## src/design/phb_pkg.sv

```systemverilog
// ---------------------------------------------------------------------------
// phb_pkg
// shared types and constants for the binned pixel histogram engine
// ---------------------------------------------------------------------------
package phb_pkg;

    localparam int BINS_DEF        = 256;
    localparam int COUNT_WIDTH_DEF = 32;
    localparam int PIXEL_W         = 16;
    localparam int STEP_W          = 16;
    localparam int BINS_CFG_W      = 9;
    localparam int BIN_NUM_W       = 8;
    localparam int TOTAL_W         = 32;
    // quotient width of 16*pixel/step for a positive pixel
    localparam int QUO_W           = PIXEL_W - 1 + 4;
    localparam int CFG_IDX_W       = 2;
    localparam int CFG_DATA_W      = 16;
    localparam int QUEUE_DEPTH     = 2;

    localparam logic [STEP_W-1:0]     STEP_RESET     = 16'd256;
    localparam logic [BINS_CFG_W-1:0] BINS_CFG_RESET = 9'd255;

    // configuration register indexes
    localparam logic [CFG_IDX_W-1:0] CFG_STEP_SIZE   = 2'd0;
    localparam logic [CFG_IDX_W-1:0] CFG_BINS_IN_USE = 2'd1;
    localparam logic [CFG_IDX_W-1:0] CFG_ROUND_MODE  = 2'd2;

    typedef enum logic [1:0] {
        OP_ACC   = 2'd0,
        OP_READ  = 2'd1,
        OP_CLEAR = 2'd2,
        OP_NONE  = 2'd3
    } t_op;

    typedef struct packed {
        logic [STEP_W-1:0]     step_size;
        logic [BINS_CFG_W-1:0] bins_in_use;
        logic                  round_mode;
    } t_cfg;

    typedef struct packed {
        logic full;
        logic empty;
    } t_q_status;

endpackage

```

## src/design/phb_front.sv

```systemverilog
// ---------------------------------------------------------------------------
// phb_front
// request intake: decodes the opcode, picks the bin and queues the command
// ---------------------------------------------------------------------------
module phb_front #(
    parameter int BINS = phb_pkg::BINS_DEF
) (
    input  logic                            i_clk,
    input  logic                            i_rst_n,
    input  phb_pkg::t_cfg                   i_cfg,
    input  logic                            start,
    input  phb_pkg::t_op                    i_opcode,
    input  logic signed [phb_pkg::PIXEL_W-1:0] i_pixel_value,
    input  logic [phb_pkg::BIN_NUM_W-1:0]   i_read_bin,
    input  phb_pkg::t_q_status              i_q,
    input  logic                            i_init,
    output logic                            busy,
    output logic                            o_push,
    output phb_pkg::t_op                    o_op,
    output logic [$clog2(BINS)-1:0]         o_idx
);
    import phb_pkg::*;

    localparam int IDX_W = $clog2(BINS);
    localparam int CNT_W = $clog2(QUO_W);
    localparam logic [QUO_W-1:0] BINS_Q = QUO_W'(BINS);

    typedef enum logic [2:0] {
        F_IDLE = 3'b001,
        F_DIV  = 3'b010,
        F_PUSH = 3'b100
    } t_front_state;

    t_front_state r_state, n_state;

    logic [STEP_W-1:0] r_rem, r_div;
    logic [QUO_W-1:0]  r_quo;
    logic [CNT_W-1:0]  r_cnt;

    logic                    w_accept, w_need_div, w_ge;
    logic [QUO_W-1:0]        w_step_lim, w_lim_now, w_q_now;
    logic signed [PIXEL_W:0] w_sum;
    logic [STEP_W:0]         w_trial, w_diff;

    function automatic logic [IDX_W-1:0] clamp_bin(input logic [QUO_W-1:0] q,
                                                   input logic [QUO_W-1:0] lim);
        logic [QUO_W-1:0] v;
        v = (q >= lim) ? (lim - QUO_W'(1)) : q;
        return v[IDX_W-1:0];
    endfunction

    // bins in use for step mode, held between one and the store size
    always_comb begin
        w_step_lim = QUO_W'(i_cfg.bins_in_use);
        if (w_step_lim == '0) begin
            w_step_lim = QUO_W'(1);
        end else if (w_step_lim > BINS_Q) begin
            w_step_lim = BINS_Q;
        end
    end

    assign w_sum      = {i_pixel_value[PIXEL_W-1], i_pixel_value} + (PIXEL_W+1)'(8);
    assign w_need_div = (i_opcode == OP_ACC) && !i_cfg.round_mode &&
                        !i_pixel_value[PIXEL_W-1] && (|i_pixel_value);

    // bin known at once: read, round mode, or a non-positive pixel in step mode
    always_comb begin
        w_q_now   = '0;
        w_lim_now = BINS_Q;
        case (i_opcode)
            OP_READ: begin
                w_q_now = QUO_W'(i_read_bin);
            end
            OP_ACC: begin
                if (i_cfg.round_mode) begin
                    if (!w_sum[PIXEL_W] && (w_sum != '0)) begin
                        w_q_now = QUO_W'(w_sum[PIXEL_W-1:4]);
                    end
                end else begin
                    w_lim_now = w_step_lim;
                end
            end
            default: begin
                w_q_now = '0;
            end
        endcase
    end

    assign busy     = (r_state != F_IDLE) || i_q.full || i_init;
    assign w_accept = start && !busy;

    // restoring divider, one quotient bit a cycle
    assign w_trial = {r_rem, r_quo[QUO_W-1]};
    assign w_diff  = w_trial - {1'b0, r_div};
    assign w_ge    = (w_trial >= {1'b0, r_div});

    always_comb begin
        n_state = r_state;
        o_push  = 1'b0;
        o_op    = i_opcode;
        o_idx   = clamp_bin(w_q_now, w_lim_now);
        unique case (r_state)
            F_IDLE: begin
                if (w_accept) begin
                    if (w_need_div) begin
                        n_state = F_DIV;
                    end else if (i_opcode != OP_NONE) begin
                        o_push = 1'b1;
                    end
                end
            end
            F_DIV: begin
                if (r_cnt == '0) begin
                    n_state = F_PUSH;
                end
            end
            F_PUSH: begin
                o_op  = OP_ACC;
                o_idx = clamp_bin(r_quo, w_step_lim);
                if (!i_q.full) begin
                    o_push  = 1'b1;
                    n_state = F_IDLE;
                end
            end
            default: begin
                n_state = F_IDLE;
            end
        endcase
    end

    always_ff @(posedge i_clk) begin
        if (!i_rst_n) begin
            r_state <= F_IDLE;
        end else begin
            r_state <= n_state;
        end
    end

    always_ff @(posedge i_clk) begin
        if (r_state == F_IDLE && w_accept && w_need_div) begin
            r_quo <= {i_pixel_value[PIXEL_W-2:0], 4'b0000};
            r_rem <= '0;
            r_div <= (i_cfg.step_size == '0) ? STEP_W'(1) : i_cfg.step_size;
            r_cnt <= CNT_W'(QUO_W - 1);
        end else if (r_state == F_DIV) begin
            r_rem <= w_ge ? w_diff[STEP_W-1:0] : w_trial[STEP_W-1:0];
            r_quo <= {r_quo[QUO_W-2:0], w_ge};
            r_cnt <= r_cnt - CNT_W'(1);
        end
    end

endmodule

```

## config.mk

```make
export PLATFORM = sky130hd
export DESIGN_NAME = phb_front
export DESIGN_NICKNAME = d
export VERILOG_FILES = /design/src/design/phb_pkg.sv /design/src/design/phb_front.sv
export SDC_FILE = /design/constraint.sdc
export NUM_CORES = 1
export LEC_CHECK = 0
export ABC_AREA = 1
export BUFFER_PORTS_ARGS = -buffer_cell sky130_fd_sc_hd__buf_2
export CORE_MARGIN = 10
export CORE_UTILIZATION = 40
export DETAILED_ROUTE_END_ITERATION = 6
export GPL_TIMING_DRIVEN = 0
export PLACE_DENSITY_LB_ADDON = 0.1
export SLEW_MARGIN = 10
export SYNTH_ARGS = -nofsm -noshare
export SYNTH_HDL_FRONTEND = slang
export SYNTH_SLANG_ARGS = --single-unit
```

## constraint.sdc

```tcl
create_clock -name i_clk -period 5.4 [get_ports i_clk]
set_clock_uncertainty 0.15 [all_clocks]
set_input_delay 0.81 -clock i_clk [delete_from_list [all_inputs] [get_ports i_clk]]
set_output_delay 0.81 -clock i_clk [all_outputs]
set_load 0.005 [all_outputs]
```

==> impl_metrics.csv, run 1 <==
group,metric,value,unit
clock_network,postCtsSetupBuffers,0,
cells_and_area,synthToLayoutAreaGrowth,16.5,%
timing,finalCriticalPeriod,4820,ps
detailed_routing,wire_per_inst,14.8,um
timing,rsz0062_at_grt,"no",
yosys,synth.top_cell.area_share,18.3,%
cells_and_area,nets,912,
yosys,synth_area,5080,um2
critical_path,crit_required,4440,ps
pwr,intPower,989,uW
critical_path,path_class,"input pin to output port",
timing,finalSetupViolCount,0,
critical_path,cp-end-kind,"output port",
timing,setup_tns,0,ps
yosys,synth_edf_count,31,
timing,maxSlewViolCount,0,
detailed_routing,totalWireLength,14.7,mm
global_route,grt_pass1_vias,4932,
yosys,yosys_register_bits,59,
detailed_routing,vias,5055,
timing,worst_slew_pin_slew,752,ps
timing,slew_headroom,49.8,%
floorplan,io_pins,70,
floorplan,row_count,41,
timing,post-route-period-util,89.3,%
clock_network,insertion_delay,340,ps
yosys,synth_cell_types,48,
critical_path,critPathMaxFanout,8,
yosys,synthCells,736,
pwr,switching_share,34.0,%
detailed_routing,drt_iter0_drc,378,
yosys,async_flop_share,0,%
detailed_routing,dr.pass1.iters,6,
global_route,grtUsageTotal,16.6,%
place,globalplace.congestion,0.898,
clock_network,htreeDepth,3,
yosys,synth_nets,833,
clock_network,clock-sinks,59,
floorplan,die_area,17600,um2
floorplan,coreArea,12500,um2
clock_network,hold_buffers,0,
place,dp_hpwl,11.9,mm
floorplan,start_util,40.6,%
worst_hold_path,holdCritPathClass,"register to register",
pwr,pwr-share-seq,34.9,%
floorplan,die_h,133,um
critical_path,worstSetupStartpointType,"input pin",
global_route,grt_pass1_wl,24.3,mm
timing,hold_viol,0,
yosys,synth_top_cell_by_area,"edfxtp_1",
pwr,finalPower,1500,uW
yosys,ys_top_cells_by_area,"edfxtp_1 18%, nand2_1 15%, dfxtp_1 11%",
clock_network,cts_max_path_buffers,2,
pwr,p_sw,509,uW
yosys,seq_area_frac_synth,29.3,%
clock_network,cts_tree,"built",
global_route,antenna_found_initial,0,
global_route,grt_max_degree,21,
critical_path,cp.arrival,3860,ps
global_route,grt-ovfl-total,0,
yosys,avgSynthCellArea,6.91,um2
clock_network,cts.reportedPaths.clkPinSlew,60,ps
clock_network,clock-root-buffer,"clkbuf_16",
job,maxCapViolations,0,
detailed_routing,viasPerCell,5.10,
timing,fmax,207,MHz
yosys,yosysWarnings,0,
clock_network,cts_resized,0,
yosys,ys.flop_type,"edfxtp_1",
cells_and_area,antennaDiodeCount,0,
cells_and_area,layout-drive-gt1-share,15.4,%
detailed_routing,drc,0,
pwr,power-per-cell-area,253,nW/um2
clock_network,cts_made_buffers,9,
pwr,peakVddDrop,0.129,mV
outcome,status,"finished, final reports clean",
pwr,p_leak,0.00299,uW
pwr,clkPwrFrac,36.1,%
detailed_routing,ant_nets,0,
pwr,pwr-share-comb,29.0,%
floorplan,die_x,133,um
place,io_buffers,68,
==> kinds of logic (layout without fill, tap and decap cells) <==
kind of cell,Yosys count,after routing,synth area share [%]
xor+xnor,18,18,3.10
fa+ha+maj,39,39,9.75
buf+inv,135,219,10.4
compound gates,90,90,11.6
flops,59,59,29.3
simple gates,395,395,35.8
==> stage by stage <==
stage	hold WS (ps)	area (um2)	std cells	utilization, %	worst slack [ps]
5_1_grt	327	5920	992	47.3	156
3_3_place_gp	307	5640	976	45.0	627
2_1_floorplan	292	5080	736	-	1410
6_report	320	5920	992	47.3	579
4_1_cts	321	5920	992	47.3	601
3_5_place_dp	312	5640	976	45.0	619
==> final timing paths <==
path,end,slack (ps),startpoint,depth (start not counted)
setup / recovery,o_idx[6],580,i_pixel_value[4],23
hold / removal,r_rem[12],320,r_rem[12],2
setup reg to reg,r_rem[14],2860,r_div[0],12
hold reg to reg,r_rem[12],320,r_rem[12],2
==> layer usage <==
metal / share of wire, % / vias to the layer above / GRT usage [%]
met5: 0 / - / 0
met4: 1.0 / 0 / 3.67
met3: 5.1 / 19 / 2.91
met2: 43 / 131 / 24.7
met1: 51 / 2314 / 24.1
li1: - / 2591 / -
==> cells in the mapped netlist, types with 6 or more instances <==
master,count
nand2_1,198
xnor2_1,9
a21oi_1,24
nand4_1,14
nor2_2,6
edfxtp_1,31
nor4_1,12
xor2_1,9
nand3_1,62
o22ai_1,10
dfxtp_1,28
inv_1,102
ha_1,38
nor2_1,63
nand3b_1,15
clkbuf_1,21
o21ai_0,25
==> power by group through the flow <==
stage | sequential, uW | clock, uW | combinational, uW
floorplan | 525 | 0 | 318
global placement | 531 | 0 | 425
detailed placement | 532 | 0 | 429
CTS | 523 | 549 | 432
global route | 526 | 573 | 497
finish | 523 | 541 | 434
==> critical path, cell delays in order <==
cell and delay [ps]:
buf_2 170, ha_1 230, nand2_4 90, nor2_4 160, nand3_1 90, nand2_1 120, nand3_1 90, nor2_1 130
nand3_2 150, nand3_1 160, nand2_1 90, ha_1 290, a21oi_1 150, nor2_1 50, nor2_1 80, nand3_1 70
nand2_1 60, nand3_1 170, a21oi_4 290, nand3_1 110, nand3_1 80, nand2_1 70, buf_2 130
==> cell usage in the layout (no fill, tap or decap), types with 6 or more instances in the layout <==
cell type,n
o22ai_1,10
ha_1,38
a21oi_1,24
nor2_1,63
nand4_1,14
nor2_2,6
edfxtp_1,31
o21ai_0,25
nor4_1,12
dfxtp_1,28
buf_2,70
inv_1,102
xor2_1,9
nand2_1,198
nand3_1,62
clkbuf_16,9
nand3b_1,15
xnor2_1,9
clkbuf_1,21
==> final cells by class <==
class / instances / area [um2]
multi-input combinational: 542 / 3060
tap: 172 / 215
buffer: 27 / 123
clock buffer: 9 / 225
clock inverter: 7 / 56.3
sequential: 59 / 1490
timing repair buffer: 68 / 340
inverter: 108 / 405
fill: 1323 / 6600
==> flip-flops by register name, summed over array words and instances, names as in the netlist <==
register  flops
r_cnt         5
r_div        16
r_quo        19
r_rem        16
r_state       3
(Power assumes the default switching activity.)
==> run 2: changes to the inputs <==
--- a/config.mk
+++ b/config.mk
@@ -5,13 +5,13 @@
 export SDC_FILE = /design/constraint.sdc
 export NUM_CORES = 1
 export LEC_CHECK = 0
-export ABC_AREA = 1
 export BUFFER_PORTS_ARGS = -buffer_cell sky130_fd_sc_hd__buf_2
 export CORE_MARGIN = 10
 export CORE_UTILIZATION = 40
 export DETAILED_ROUTE_END_ITERATION = 6
 export GPL_TIMING_DRIVEN = 0
 export PLACE_DENSITY_LB_ADDON = 0.1
+export SETUP_SLACK_MARGIN = 0.05
 export SLEW_MARGIN = 10
 export SYNTH_ARGS = -nofsm -noshare
 export SYNTH_HDL_FRONTEND = slang
==> run 2 against run 1 <==
Non-clock buffer count rose by 2. Fmax fell by 5.8%. Critical path depth down 8. Global-route usage fell by 1.2 points. Flip-flop and latch count did not move. Via count down 20%.
==> impl_metrics.csv, run 2 <==
group,metric,value,unit
outcome,status,"finished, final reports clean",
clock_network,clock-root-buffer,"clkbuf_16",
timing,rsz0062_at_grt,"no",
detailed_routing,vias,4067,
detailed_routing,totalWireLength,12.5,mm
pwr,peakVddDrop,0.219,mV
detailed_routing,viasPerCell,5.53,
clock_network,cts_tree,"built",
yosys,synth_top_cell_by_area,"edfxtp_1",
clock_network,cts_made_buffers,9,
yosys,ys_top_cells_by_area,"edfxtp_1 20%, dfxtp_1 12%, ha_1 10%",
cells_and_area,largest-register,"r_quo",
timing,worst_hold_slack,322,ps
yosys,synthCells,512,
global_route,grt_max_degree,26,
clock_network,cts.reportedPaths.clkPinSlew,50,ps
global_route,grt_pass1_wl,20.5,mm
timing,hold_viol,0,
yosys,synth.top_cell.area_share,20.2,%
cells_and_area,layout-drive-gt1-share,19.7,%
yosys,synth_nets,609,
global_route,grt-ovfl-total,0,
cells_and_area,final_cell_mix,"71 x buf_2, 45 x nand2_1, 38 x ha_1, 33 x inv_1, 32 x o21ai_0",
pwr,power-per-cell-area,333,nW/um2
critical_path,path_buf_inv,3,
critical_path,cp-end-kind,"output port",
timing,setup_tns,0,ps
yosys,async_flop_share,0,%
floorplan,io_pins,70,
floorplan,row_count,39,
yosys,synth_edf_count,31,
pwr,pwr-share-seq,33.8,%
detailed_routing,drc,0,
critical_path,path_class,"input pin to output port",
cells_and_area,largest_reg_flops,19,
floorplan,die_x,127,um
clock_network,cts_resized,0,
floorplan,die_h,127,um
timing,slew_headroom,44.9,%
yosys,synth_area,4610,um2
clock_network,insertion_delay,320,ps
timing,finalSetupViolCount,0,
clock_network,hold_buffers,0,
clock_network,htreeDepth,3,
critical_path,cp_common_cell,"buf_2",
critical_path,crit_required,4440,ps
pwr,p_leak,0.00228,uW
detailed_routing,ant_nets,0,
place,dp_hpwl,10.0,mm
cells_and_area,synthToLayoutAreaGrowth,17.1,%
detailed_routing,dr.pass1.iters,5,
place,io_buffers,65,
yosys,yosysMostFrequentCell,"nand2_1",
critical_path,crit_chain,"buf_2 > nand3_1 > nor4_2 > nand2b_1 > and3_4 > buf_6 > a22o_1 > ha_1 > a21o_1 > a2111oi_0 > a21oi_1 > a21oi_4 > mux2_4 > mux2i_1 > buf_2",
yosys,avgSynthCellArea,9.01,um2
job,maxCapViolations,0,
critical_path,slowest_stage,"a2111oi_0",
floorplan,die_area,16200,um2
yosys,synth_cell_types,70,
critical_path,critPathMaxFanout,10,
critical_path,slowest_delay,380,ps
place,globalplace.congestion,0.890,
clock_network,cts_max_path_buffers,2,
cells_and_area,utilization,47.5,%
timing,worst_slew_pin_slew,827,ps
pwr,clkPwrFrac,29.1,%
pwr,switching_share,35.7,%
global_route,antenna_found_initial,0,
timing,fmax,195,MHz
pwr,intPower,1160,uW
timing,finalCriticalPeriod,5120,ps
pwr,pwr-share-comb,37.1,%
cells_and_area,nets,685,
clock_network,clock-sinks,59,
cells_and_area,largest_registers,"r_quo (19), r_div (16), r_rem (16)",
detailed_routing,wire_per_inst,17.0,um
global_route,grtUsageTotal,15.3,%
yosys,ys_top_cells_by_count,"45 x nand2_1, 38 x ha_1, 33 x inv_1",
worst_hold_path,holdCritPathClass,"register to register",
yosys,yosys_register_bits,59,
yosys,ys.flop_type,"edfxtp_1",
timing,post-route-period-util,94.8,%
floorplan,coreArea,11400,um2
detailed_routing,drt_iter0_drc,254,
cells_and_area,final_common_cell,"buf_2",
floorplan,start_util,40.6,%
global_route,grt_pass1_vias,4010,
critical_path,crit_family,"compound AO/OA/AOI/OAI gates",
pwr,p_sw,642,uW
clock_network,postCtsSetupBuffers,0,
timing,maxSlewViolCount,0,
critical_path,worstSetupStartpointType,"input pin",
yosys,seq_area_frac_synth,32.3,%
yosys,yosysWarnings,0,
cells_and_area,antennaDiodeCount,0,
critical_path,cp.arrival,4160,ps
[run 2: cell types whose count changed in the layout (fill, tap and decap cells not counted), moves of 8 or more]
cell / previous run / this run
nand2_1: 198 / 45
inv_1: 102 / 33
nand3_1: 62 / 9
nor2_1: 63 / 31
a22o_1: 2 / 24
mux2i_1: 0 / 19
nand3b_1: 15 / 1
nand4_1: 14 / 5
nand2b_1: 0 / 8
[run 2: worst reg2reg max path, stage by stage (launching register included)]
cell and delay [ps]:
edfxtp_1 420, inv_1 80, ha_1 230, nor2b_1 150, o31ai_1 390, nor4b_4 390
o21ai_2 200, and2_4 190, buf_6 150, nand2_1 220, o21ai_0 120
[run 2: stage by stage]
| step | cell area (um2) | instances | total power (uW) | worst slack, ps |
|---|---|---|---|---|
| global route | 5400 | 736 | 1930 | 74.0 |
| CTS | 5390 | 736 | 1810 | 304 |
| finish | 5400 | 736 | 1800 | 282 |
| global placement | 5110 | 720 | 1270 | 345 |
| floorplan | 4610 | 512 | 1110 | 808 |
| detailed placement | 5110 | 720 | 1280 | 316 |
[run 2: worst paths after layout]
check	start	to	slack, ps	cells past startpoint
min reg2reg	r_rem[5]	r_rem[5]	320	2
max reg2reg	r_div[1]	r_quo[0]	2580	10
min	r_rem[5]	r_rem[5]	320	2
max	i_pixel_value[5]	o_idx[0]	280	15
[run 2: power groups by stage]
stage / combinational [uW] / sequential [uW] / clock [uW]
floorplan: 515 / 595 / 0
global placement: 653 / 616 / 0
detailed placement: 661 / 616 / 0
CTS: 666 / 607 / 535
global route: 758 / 619 / 555
finish: 666 / 608 / 523
[run 2: layout make-up]
class / count / area (um2)
fill: 1115 / 5970
multi-input combinational: 388 / 2860
sequential: 59 / 1490
timing repair buffer: 65 / 325
clock buffer: 9 / 225
tap: 143 / 179
buffer: 32 / 143
inverter: 33 / 124
clock inverter: 7 / 53.8
[run 2: routing by layer]
metal / vias to the layer above / GRT usage [%] / wire length (um)
li1: 2068 / - / -
met1: 1910 / 21.7 / 6090
met2: 80 / 23.8 / 5750
met3: 9 / 2.36 / 578
met4: 0 / 3.88 / 109
met5: - / 0 / 0
[run 2: cell families (layout without fill, tap and decap cells)]
group,count (synthesis),in the layout,synth area share [%]
compound gates,154,154,24.2
simple gates,148,148,17.2
buf+inv,65,146,5.78
flops,59,59,32.3
fa+ha+maj,39,39,10.7
xor+xnor,25,25,4.75
mux,22,22,4.94
