`src/design/phb_pkg.sv`:
```
// ---------------------------------------------------------------------------
// phb_pkg
// shared types and constants for the binned pixel histogram engine
// ---------------------------------------------------------------------------
package phb_pkg;

    localparam int BINS_DEF        = 256;
    localparam int COUNT_WIDTH_DEF = 32;
    localparam int PIXEL_W         = 16;
    localparam int STEP_W          = 16;
    localparam int BINS_CFG_W      = 9;
    localparam int BIN_NUM_W       = 8;
    localparam int TOTAL_W         = 32;
    // quotient width of 16*pixel/step for a positive pixel
    localparam int QUO_W           = PIXEL_W - 1 + 4;
    localparam int CFG_IDX_W       = 2;
    localparam int CFG_DATA_W      = 16;
    localparam int QUEUE_DEPTH     = 2;

    localparam logic [STEP_W-1:0]     STEP_RESET     = 16'd256;
    localparam logic [BINS_CFG_W-1:0] BINS_CFG_RESET = 9'd255;

    // configuration register indexes
    localparam logic [CFG_IDX_W-1:0] CFG_STEP_SIZE   = 2'd0;
    localparam logic [CFG_IDX_W-1:0] CFG_BINS_IN_USE = 2'd1;
    localparam logic [CFG_IDX_W-1:0] CFG_ROUND_MODE  = 2'd2;

    typedef enum logic [1:0] {
        OP_ACC   = 2'd0,
        OP_READ  = 2'd1,
        OP_CLEAR = 2'd2,
        OP_NONE  = 2'd3
    } t_op;

    typedef struct packed {
        logic [STEP_W-1:0]     step_size;
        logic [BINS_CFG_W-1:0] bins_in_use;
        logic                  round_mode;
    } t_cfg;

    typedef struct packed {
        logic full;
        logic empty;
    } t_q_status;

endpackage

```
`src/design/phb_queue.sv`:
```
// ---------------------------------------------------------------------------
// phb_queue
// short command queue between intake and the counter store
// ---------------------------------------------------------------------------
module phb_queue #(
    parameter int WIDTH = 10,
    parameter int DEPTH = phb_pkg::QUEUE_DEPTH
) (
    input  logic                i_clk,
    input  logic                i_rst_n,
    input  logic                i_push,
    input  logic [WIDTH-1:0]    i_data,
    input  logic                i_pop,
    output logic [WIDTH-1:0]    o_data,
    output phb_pkg::t_q_status  o_status
);
    import phb_pkg::*;

    localparam int PTR_W = $clog2(DEPTH);
    localparam int CNT_W = $clog2(DEPTH + 1);
    localparam logic [PTR_W-1:0] LAST = PTR_W'(DEPTH - 1);

    logic [WIDTH-1:0] r_mem [DEPTH];
    logic [PTR_W-1:0] r_wr_ptr, r_rd_ptr;
    logic [CNT_W-1:0] r_count;

    assign o_status.full  = (r_count == CNT_W'(DEPTH));
    assign o_status.empty = (r_count == '0);
    assign o_data         = r_mem[r_rd_ptr];

    always_ff @(posedge i_clk) begin
        if (!i_rst_n) begin
            r_wr_ptr <= '0;
            r_rd_ptr <= '0;
            r_count  <= '0;
        end else begin
            if (i_push) begin
                r_wr_ptr <= (r_wr_ptr == LAST) ? '0 : r_wr_ptr + PTR_W'(1);
            end
            if (i_pop) begin
                r_rd_ptr <= (r_rd_ptr == LAST) ? '0 : r_rd_ptr + PTR_W'(1);
            end
            if (i_push && !i_pop) begin
                r_count <= r_count + CNT_W'(1);
            end else if (i_pop && !i_push) begin
                r_count <= r_count - CNT_W'(1);
            end
        end
    end

    always_ff @(posedge i_clk) begin
        if (i_push) begin
            r_mem[r_wr_ptr] <= i_data;
        end
    end

endmodule

```
`config.mk`:
```
export PLATFORM = sky130hd
export DESIGN_NAME = phb_queue
export DESIGN_NICKNAME = d
export VERILOG_FILES = /design/src/design/phb_pkg.sv /design/src/design/phb_queue.sv
export SDC_FILE = /design/constraint.sdc
export NUM_CORES = 1
export LEC_CHECK = 0
export BUFFER_PORTS_ARGS = -buffer_cell sky130_fd_sc_hd__buf_2
export CORE_MARGIN = 1.5
export CORE_UTILIZATION = 49
export CTS_CLUSTER_SIZE = 30
export DETAILED_ROUTE_END_ITERATION = 8
export PLACE_DENSITY_LB_ADDON = 0.3
export SLEW_MARGIN = 10
export SYNTH_ARGS = -nofsm -noshare
export SYNTH_HDL_FRONTEND = slang
export SYNTH_SLANG_ARGS = --single-unit
export TNS_END_PERCENT = 30
```
`constraint.sdc`:
```
create_clock -name i_clk -period 1.3 [get_ports i_clk]
set_input_delay 0.13 -clock i_clk [delete_from_list [all_inputs] [get_ports i_clk]]
set_output_delay 0.13 -clock i_clk [all_outputs]
set_load 0.02 [all_outputs]
```
==> flow_summary_export.csv, run 1 <==
group,metric,value,unit
outcome,outcome,"finished with violations",
outcome,failed_checks,"negative setup slack",
timing,timing_hold_violations_final,0,
die,fp-row-count,15,
setup_path,crit_path_max_fanout,6,
global_routing,antenna_violations_before_repair,0,
timing,fmax,0.7222,GHz
detailed_routing,drc_errors,0,
setup_path,cp_max_stage_cell,"dfxtp_2",
detailed_routing,route.vias.total,566,
timing,slew_headroom,88.54,%
setup_path,worstReg2RegStart,"r_count[0]",
die,design.portCount,26,
clock_tree,tritoncts,"yes",
timing,grt_setup_unrepaired,"yes",
synth,syn_inst,53,
detailed_routing,antenna_violating_nets_post_route,0,
place,port_buffers,25,
timing,period_share,106.5,%
pwr,cellPowerDensity,1203,mW/mm^2
setup_path,timing.critical_path.max_delay_family,"flip-flops",
final_layout,finish.cell_count_without_fillers,120,
place,dp_hpwl,1.008,mm
place,dpl_cell_area,0.001134,mm^2
setup_path,crit_required,1.17,ns
synth,synth.avg_cell_area,17.68,um^2
synth,syn-num-nets,68,
setup_path,cp_endpoint,"o_data[1]",
timing,finalMaxSlewViolations,0,
pwr,leak,0.5632,nW
final_layout,layout_common_cells,"edfxtp_1 (20), buf_2 (15), buf_6 (12)",
setup_path,critPathArrivalTime,1.25,ns
final_layout,finalNetCount,111,
timing,tightest_slew,0.1701,ns
timing,final.min_clock_period,1.385,ns
global_routing,global_route_wire_length_before_repair,2.332,mm
pwr,power_switching_share,23.87,%
die,die_h,46.73,um
synth,yosysSeqAreaShare,74.77,%
setup_path,regToRegSetupSlack,0.23,ns
setup_path,timing.critical_path.to_type,"primary output",
setup_path,worst_r2r_endpoint,"r_count[1]",
synth,yosysWarningCount,0,
clock_tree,clkSinkCount,25,
pwr,pwr-share-comb,21.7,%
setup_path,worst-setup-path-type,"register to primary output",
clock_tree,cts.reportedPaths.clkPinSlew,0.12,ns
global_routing,via_count_of_the_first_global_routing_pass,569,
synth,netlist-cell-type-count,16,
die,floorplan.die_area,0.002184,mm^2
timing,finClkSkew,0.005708,ns
final_layout,final_layout_size_suffix_gt1_share,48.42,%
place,setup_slack_at_placement,0.1475,ns
final_layout,fin_util,76.45,%
global_routing,grtUsageTotal,16.73,%
timing,finalHoldWorstSlack,0.004952,ns
place,dp_cells,108,
pwr,share_seq_of_total_power,58.0,%
setup_path,critPathMostFrequentCell,"buf_6",
synth,syn-cell-area,937.1,um^2
pwr,internal-power,1.235,mW
setup_path,cp_slowest_stage_delay,0.36,ns
synth,ys_ff_latch,25,
place,place_congestion,0.7041,
global_routing,globalRoute.totalOverflow,0,
setup_path,kind_of_launch_point_of_the_worst_setup_path,"register",
global_routing,grt_max_degree,14,
clock_tree,clockRootBuffer,"clkbuf_4",
detailed_routing,drt_pass1_iterations,1,
die,die_w,46.73,um
final_layout,final_design_area_no_fill,0.001349,mm^2
setup_path,worst-r2r-cell-count,3,
detailed_routing,detail_route.vias_per_cell,4.717,
die,fp.coreArea,0.001764,mm^2
clock_tree,cts_buffers,3,
setup_path,worstSetupPathDepth,3,
detailed_routing,avgRoutedWirePerCell,13.03,um
pwr,power.clock.fraction,20.3,%
die,initial_utilization,53.12,%
timing,fin_worst_setup_slack,-0.08466,ns
final_layout,insertedDiodeCount,0,
final_layout,commonest_non_fill_non_tap_cell_in_the_layout,"edfxtp_1",
clock_tree,cts.path.max_buffers,2,
run,max-cap-violations,0,
detailed_routing,routed_wirelength,1.564,mm
hold_path,min-delay-path-class,"input port to register",
clock_tree,clk_latency,0.31,ns
final_layout,syn2layout_area_growth,43.92,%
pwr,power.ir.vdd_worst,0.8237,mV
pwr,netSwitchingPower,0.3872,mW
detailed_routing,first_iter_violations,0,
timing,setup_violations,10,
setup_path,cp.buffers_inverters,2,
setup_path,worstPathCellList,"buf_6, mux2_4, buf_6",
clock_tree,htree_levels,1,
-- state kept, by name (all words and copies together) (netlist names), named ones only --
signal / flops
r_rd_ptr: 1
r_wr_ptr: 1
r_count: 2
r_mem: 20
-- repair_timing --
item                                    in CTS  in global routing
endpoints found under the setup margin      10                 10
hold buffers                                 8                  0
endpoints found under the hold margin       16                  0
buffers inserted                             0                  0
resized for setup                           30                  3
-- power groups by stage --
stage / Sequential, mW / Clock (mW) / Combinational (mW)
finish: 0.941 / 0.329 / 0.352
global placement: 0.953 / 0 / 0.254
global route: 0.947 / 0.357 / 0.377
detailed placement: 0.956 / 0 / 0.258
CTS: 0.940 / 0.341 / 0.343
floorplan: 0.949 / 0 / 0.164
-- synthesized netlist by cell type --
cell,count,area (um^2)
edfxtp_1,20,600.6
mux2_2,10,112.6
dfxtp_1,5,100.1
and2_1,4,25.02
nor2b_1,2,12.51
xor2_1,2,17.52
a21boi_1,1,7.510
and2b_2,1,8.760
buf_2,1,5.000
ha_1,1,12.51
inv_1,1,3.750
nor2_1,1,3.750
o21a_1,1,7.510
o21ai_0,1,5.000
or3_1,1,6.260
xnor2_1,1,8.760
-- final cells by class --
cell class | count | area (um^2)
sequential | 25 | 701.9
fill | 125 | 415.4
timing repair buffer | 39 | 320.3
multi-input combinational | 26 | 265.3
tap | 25 | 31.28
clock buffer | 4 | 26.28
inverter | 1 | 3.754
-- logic make-up after synthesis --
logic type	after synthesis	synth area share, %
flops	25	74.77
mux	10	12.02
simple gates	9	6.008
compound gates	3	2.136
xor+xnor	3	2.804
buf+inv	2	0.9337
fa+ha+maj	1	1.335
-- metrics by stage --
stage | power, mW | setup TNS, ns
global route | 1.681 | -1.121
detailed placement | 1.214 | 0
CTS | 1.624 | -0.8998
global placement | 1.206 | 0
floorplan | 1.113 | 0
finish | 1.622 | -0.6696
-- worst min path at each step --
stage	startpoint	end	slack, ns	depth (start not counted)
finish	i_data[7]	r_mem[0][7]	0.005	1
global route	i_data[7]	r_mem[1][7]	0.003	1
CTS	i_data[7]	r_mem[0][7]	0.00004	1
detailed placement	i_data[4]	r_mem[1][4]	0.32	1
global placement	i_data[4]	r_mem[1][4]	0.32	1
floorplan	i_data[0]	r_mem[0][0]	0.23	0
-- per-layer routing --
layer	track usage, %	up-vias	part of all wire [%]
met5	0	-	0
met4	11.67	0	1.9
met3	2.308	4	3.7
met2	30.28	15	54
met1	17.92	270	40
li1	-	277	-
(Power assumes the default switching activity.)
==> inputs of run 2 (changes only) <==
--- a/config.mk
+++ b/config.mk
@@ -6,11 +6,14 @@
 export NUM_CORES = 1
 export LEC_CHECK = 0
 export BUFFER_PORTS_ARGS = -buffer_cell sky130_fd_sc_hd__buf_2
+export CAP_MARGIN = 40
+export CELL_PAD_IN_SITES_DETAIL_PLACEMENT = 1
+export CELL_PAD_IN_SITES_GLOBAL_PLACEMENT = 1
 export CORE_MARGIN = 1.5
-export CORE_UTILIZATION = 49
+export CORE_UTILIZATION = 40
 export CTS_CLUSTER_SIZE = 30
 export DETAILED_ROUTE_END_ITERATION = 8
-export PLACE_DENSITY_LB_ADDON = 0.3
+export PLACE_DENSITY = 0.72
 export SLEW_MARGIN = 10
 export SYNTH_ARGS = -nofsm -noshare
 export SYNTH_HDL_FRONTEND = slang
==> run 2 against run 1 <==
Effect of this change: register-to-register slack improved by 0.02 ns; clock skew decreased by 0.0028 ns; global-route usage decreased by 1.5 points; utilization decreased by 15 points; wire length increased by 9.7%; sequential power about the same; sequential share of layout area decreased by 0.53 points; die area increased by 21%; first-iteration DRC count increased by 5; non-clock buffer count increased by 1; final area increased by 1.0%; largest cell class unchanged; the run still ends with negative setup slack left.
==> flow_summary_export.csv, run 2 (synthesis results as in run 1) <==
group,metric,value,unit
timing,timing_hold_violations_final,0,
final_layout,syn2layout_area_growth,45.39,%
global_routing,grtUsageTotal,15.20,%
place,port_buffers,25,
pwr,totalPowerFinal,1.623,mW
global_routing,global_route_wire_length_before_repair,2.863,mm
final_layout,final_design_area_no_fill,0.001363,mm^2
place,dp_cells,111,
die,die_w,51.41,um
timing,slew_headroom,88.48,%
run,max-cap-violations,0,
pwr,cellPowerDensity,1191,mW/mm^2
place,dpl_cell_area,0.001137,mm^2
place,dp_hpwl,1.249,mm
pwr,leak,0.5673,nW
setup_path,worst-r2r-cell-count,3,
timing,period_share,105.8,%
setup_path,cp_slowest_stage_delay,0.37,ns
setup_path,crit_required,1.17,ns
clock_tree,htree_levels,1,
setup_path,regToRegSetupSlack,0.25,ns
final_layout,largest_register_ff_count,20,
hold_path,min-delay-path-class,"input port to register",
setup_path,critPathArrivalTime,1.25,ns
global_routing,globalRoute.totalOverflow,0,
final_layout,finish.cell_count_without_fillers,124,
final_layout,final_layout_size_suffix_gt1_share,47.92,%
final_layout,layout_common_cells,"edfxtp_1 (20), buf_2 (15), buf_6 (12)",
global_routing,grt_max_degree,14,
final_layout,fin_util,61.60,%
outcome,failed_checks,"negative setup slack",
die,die_h,51.41,um
detailed_routing,antenna_violating_nets_post_route,0,
detailed_routing,detail_route.vias_per_cell,4.516,
detailed_routing,drc_errors,0,
timing,finalHoldWorstSlack,0.02535,ns
timing,finClkSkew,0.002891,ns
final_layout,insertedDiodeCount,0,
die,fp-row-count,17,
die,initial_utilization,42.36,%
detailed_routing,route.vias.total,560,
detailed_routing,routed_wirelength,1.715,mm
die,design.portCount,26,
clock_tree,cts.path.max_buffers,2,
pwr,power.ir.vdd_worst,0.7814,mV
detailed_routing,avgRoutedWirePerCell,13.83,um
detailed_routing,route.top_layer_used,"met4",
place,place_congestion,0.6192,
final_layout,finalNetCount,112,
detailed_routing,drt_pass1_iterations,2,
timing,grt_setup_unrepaired,"yes",
timing,tightest_slew,0.1726,ns
clock_tree,clk_latency,0.30,ns
setup_path,worstPathCellList,"buf_6, mux2_4, buf_6",
timing,total_negative_slack_for_setup_checks,-0.6871,ns
detailed_routing,met3RoutedLength,74,um
setup_path,worst-setup-path-type,"register to primary output",
hold_path,min_path_cells,1,
die,floorplan.die_area,0.002642,mm^2
timing,fmax,0.7268,GHz
timing,finalMaxSlewViolations,0,
global_routing,antenna_violations_before_repair,0,
clock_tree,cts.reportedPaths.clkPinSlew,0.12,ns
final_layout,largest_registers,"r_mem (20), r_count (2)",
detailed_routing,first_iter_violations,5,
clock_tree,clkSinkCount,25,
timing,setup_violations,10,
timing,final.min_clock_period,1.376,ns
setup_path,worstSetupPathDepth,3,
place,setup_slack_at_placement,0.1488,ns
setup_path,crit_path_max_fanout,5,
setup_path,kind_of_launch_point_of_the_worst_setup_path,"register",
die,fp.coreArea,0.002212,mm^2
setup_path,timing.critical_path.max_delay_family,"flip-flops",
global_routing,via_count_of_the_first_global_routing_pass,628,
clock_tree,tritoncts,"yes",
setup_path,cp.buffers_inverters,2,
setup_path,timing.critical_path.to_type,"primary output",
setup_path,cp_max_stage_cell,"dfxtp_2",
final_layout,registers.top_by_ff_count,"r_mem",
timing,fin_worst_setup_slack,-0.07583,ns
outcome,outcome,"finished with violations",
clock_tree,clockRootBuffer,"clkbuf_4",
final_layout,commonest_non_fill_non_tap_cell_in_the_layout,"edfxtp_1",
detailed_routing,route.met2.wl,903,um
setup_path,critPathMostFrequentCell,"buf_6",
detailed_routing,wl_met1,725,um
clock_tree,cts_buffers,3,
-- run 2: final timing paths --
kind	endpoint	from
setup / recovery	o_data[3]	register
hold / removal	r_mem[1][6]	i_data[6]
setup reg to reg	r_count[1]	r_count[0]
hold reg to reg	r_count[1]	r_count[1]
-- run 2: timing repair --
action | 4_1_cts | 5_1_grt
buffers inserted | 0 | 0
endpoints found under the hold margin | 12 | 6
setup endpoints to repair | 10 | 10
gates resized for setup | 33 | 0
hold buffers | 6 | 3
-- run 2: per-layer routing --
| metal | GRT usage [%] | vias up |
|---|---|---|
| met3 | 2.924 | 2 |
| li1 | - | 278 |
| met2 | 27.78 | 15 |
| met5 | 0 | - |
| met1 | 17.53 | 265 |
| met4 | 5.263 | 0 |
-- run 2: power by group --
part / internal (mW) / switching [mW] / leakage, nW
logic: 0.199 / 0.155 / 0.323
clock network: 0.119 / 0.207 / 0.0150
registers: 0.918 / 0.0247 / 0.230
total: 1.24 / 0.387 / 0.567
-- run 2: worst reg2reg max path: cells and delay by family (launching register included) --
kind | cells | cell delay [ns]
flip-flops | 1 | 0.37
AND/OR/NAND/NOR | 1 | 0.31
XOR/XNOR | 1 | 0.18
AO/OA/AOI/OAI | 1 | 0.14
-- run 2: cell type report --
cell class / count / area (um^2)
fillers: 223 / 849.6
well taps: 28 / 35.03
flip-flops and latches: 25 / 701.9
inverters: 1 / 3.754
repair buffers: 40 / 330.3
clock buffers: 4 / 26.28
multi-input cells: 26 / 265.3
==> inputs of run 3 (changes only) <==
--- a/config.mk
+++ b/config.mk
@@ -5,11 +5,12 @@
 export SDC_FILE = /design/constraint.sdc
 export NUM_CORES = 1
 export LEC_CHECK = 0
+export ABC_AREA = 0
 export BUFFER_PORTS_ARGS = -buffer_cell sky130_fd_sc_hd__buf_2
 export CAP_MARGIN = 40
 export CELL_PAD_IN_SITES_DETAIL_PLACEMENT = 1
 export CELL_PAD_IN_SITES_GLOBAL_PLACEMENT = 1
-export CORE_MARGIN = 1.5
+export CORE_MARGIN = 5
 export CORE_UTILIZATION = 40
 export CTS_CLUSTER_SIZE = 30
 export DETAILED_ROUTE_END_ITERATION = 8
==> run 3 against run 2 <==
Effect of this change: the run still ends with negative setup slack left; combinational power barely moved; critical endpoint is now o_data[7]; final area up 0.18%; sequential cell count did not move; sequential power is essentially flat.
==> flow_summary_export.csv, run 3 (synthesis results as in run 1) <==
group,metric,value,unit
timing,slew_headroom,88.28,%
global_routing,globalRoute.totalOverflow,0,
clock_tree,clkSinkCount,25,
final_layout,commonest_non_fill_non_tap_cell_in_the_layout,"edfxtp_1",
timing,finalHoldWorstSlack,0.02827,ns
place,dp_cells,111,
final_layout,final_layout_size_suffix_gt1_share,50.00,%
final_layout,filler_cell_count,220,
setup_path,critPathMostFrequentCell,"buf_6",
hold_path,min-delay-path-class,"input port to register",
clock_tree,htree_levels,1,
hold_path,min-delay-start,"i_data[6]",
setup_path,crit_path_max_fanout,5,
clock_tree,tritoncts,"yes",
detailed_routing,drt_pass1_iterations,3,
clock_tree,clockRootBuffer,"clkbuf_4",
final_layout,registers.top_by_ff_count,"r_mem",
outcome,failed_checks,"negative setup slack",
die,die_w,58.41,um
detailed_routing,first_iter_violations,5,
setup_path,worstPathCellList,"buf_6, mux2_4, buf_6",
final_layout,finish.cell_count_without_fillers,124,
place,setup_slack_at_placement,0.1576,ns
timing,tightest_slew,0.1751,ns
place,port_buffers,25,
global_routing,grtUsageTotal,10.73,%
final_layout,syn2layout_area_growth,45.66,%
place,dp_hpwl,1.295,mm
final_layout,final_design_area_no_fill,0.001365,mm^2
die,fp.coreArea,0.002233,mm^2
outcome,outcome,"finished with violations",
setup_path,worstReg2RegStart,"r_count[0]",
global_routing,global_route_wire_length_before_repair,2.691,mm
timing,final.min_clock_period,1.369,ns
timing,finalMaxSlewViolations,0,
place,place_congestion,0.6403,
final_layout,finalNetCount,112,
global_routing,antenna_violations_before_repair,0,
setup_path,worst-setup-path-type,"register to primary output",
setup_path,cp_max_stage_cell,"dfxtp_2",
detailed_routing,routed_wirelength,1.772,mm
clock_tree,cts.path.max_buffers,2,
hold_path,min_path_cells,1,
die,initial_utilization,41.96,%
detailed_routing,antenna_violating_nets_post_route,0,
setup_path,timing.critical_path.to_type,"primary output",
setup_path,cp.buffers_inverters,2,
final_layout,insertedDiodeCount,0,
setup_path,timing.critical_path.max_delay_family,"flip-flops",
final_layout,largest_register_ff_count,20,
setup_path,worst_r2r_endpoint,"r_count[1]",
detailed_routing,detail_route.vias_per_cell,4.516,
setup_path,crit_required,1.17,ns
clock_tree,post_cts_setup_driven_buffer_insertion_count,0,
timing,period_share,105.3,%
pwr,leak,0.5703,nW
clock_tree,cts.reportedPaths.clkPinSlew,0.12,ns
final_layout,largest_registers,"r_mem (20), r_count (2)",
die,design.portCount,26,
pwr,power.ir.vdd_worst,0.7834,mV
detailed_routing,drc_errors,0,
setup_path,critPathArrivalTime,1.24,ns
clock_tree,cts_buffers,3,
detailed_routing,avgRoutedWirePerCell,14.29,um
setup_path,regToRegSetupSlack,0.27,ns
hold_path,hold-path-endpoint,"r_mem[1][6]",
place,dpl_cell_area,0.001137,mm^2
timing,fmax,0.7305,GHz
setup_path,worst-r2r-cell-count,3,
setup_path,kind_of_launch_point_of_the_worst_setup_path,"register",
clock_tree,clk_latency,0.30,ns
timing,grt_setup_unrepaired,"yes",
detailed_routing,route.vias.total,560,
run,max-cap-violations,0,
timing,setup_violations,10,
global_routing,grt_max_degree,15,
die,die_h,58.41,um
timing,timing_hold_violations_final,0,
timing,finClkSkew,0.007183,ns
setup_path,cp_slowest_stage_delay,0.37,ns
die,floorplan.die_area,0.003411,mm^2
global_routing,via_count_of_the_first_global_routing_pass,591,
final_layout,layout_common_cells,"edfxtp_1 (20), buf_2 (15), buf_6 (12)",
timing,fin_worst_setup_slack,-0.06888,ns
pwr,cellPowerDensity,1179,mW/mm^2
die,fp-row-count,17,
[run 3: cell count changes in the layout (fill, tap and decap cells not counted), sizes merged]
cell,previous run,this run
clkbuf,4,3
clkinv,0,1
[run 3: through the flow]
stage | power, mW | setup TNS (ns) | util (%)
finish | 1.609 | -0.6362 | 61.12
CTS | 1.609 | -0.8051 | 57.03
floorplan | 1.113 | 0 | -
detailed placement | 1.221 | 0 | 50.92
global placement | 1.212 | 0 | 50.92
global route | 1.702 | -1.378 | 61.12
[run 3: routing by layer]
metal	track usage, %	share of wire (%)	vias up
li1	-	-	281
met1	12.31	41	263
met2	19.78	53	14
met3	2.412	5.3	2
met4	2.980	0.56	0
met5	0	0	-
[run 3: how the worst max path moves through the flow]
stage | to | slack (ns) | cells past startpoint | from
2_1_floorplan | r_mem[0][0] | 0.10 | 1 | r_wr_ptr
3_5_place_dp | r_count[1] | 0.16 | 4 | i_push
6_report | o_data[7] | -0.07 | 3 | register
4_1_cts | o_data[7] | -0.09 | 3 | register
5_1_grt | o_data[7] | -0.14 | 3 | register
3_3_place_gp | r_count[1] | 0.19 | 4 | i_push
[run 3: cell type report]
class / instances / area (um^2) / area share [%]
inverters: 1 / 3.754 / 0.2750
flip-flops and latches: 25 / 703.2 / 51.51
well taps: 28 / 35.03 / 2.566
repair buffers: 40 / 330.3 / 24.20
clock buffers: 3 / 22.52 / 1.650
multi-input cells: 26 / 265.3 / 19.43
clock inverters: 1 / 5.005 / 0.3666
[run 3: report_power, final]
| part | total [mW] | switching, mW | internal (mW) |
|---|---|---|---|
| clock | 0.311 | 0.197 | 0.114 |
| combinational | 0.355 | 0.156 | 0.200 |
| sequential | 0.943 | 0.0245 | 0.919 |
| total | 1.61 | 0.377 | 1.23 |
[run 3: what timing repair did]
item / CTS / global route
endpoints found under the setup margin: 10 / 11
gates resized for setup: 33 / 1
endpoints found under the hold margin: 0 / 16
hold buffers: 0 / 9
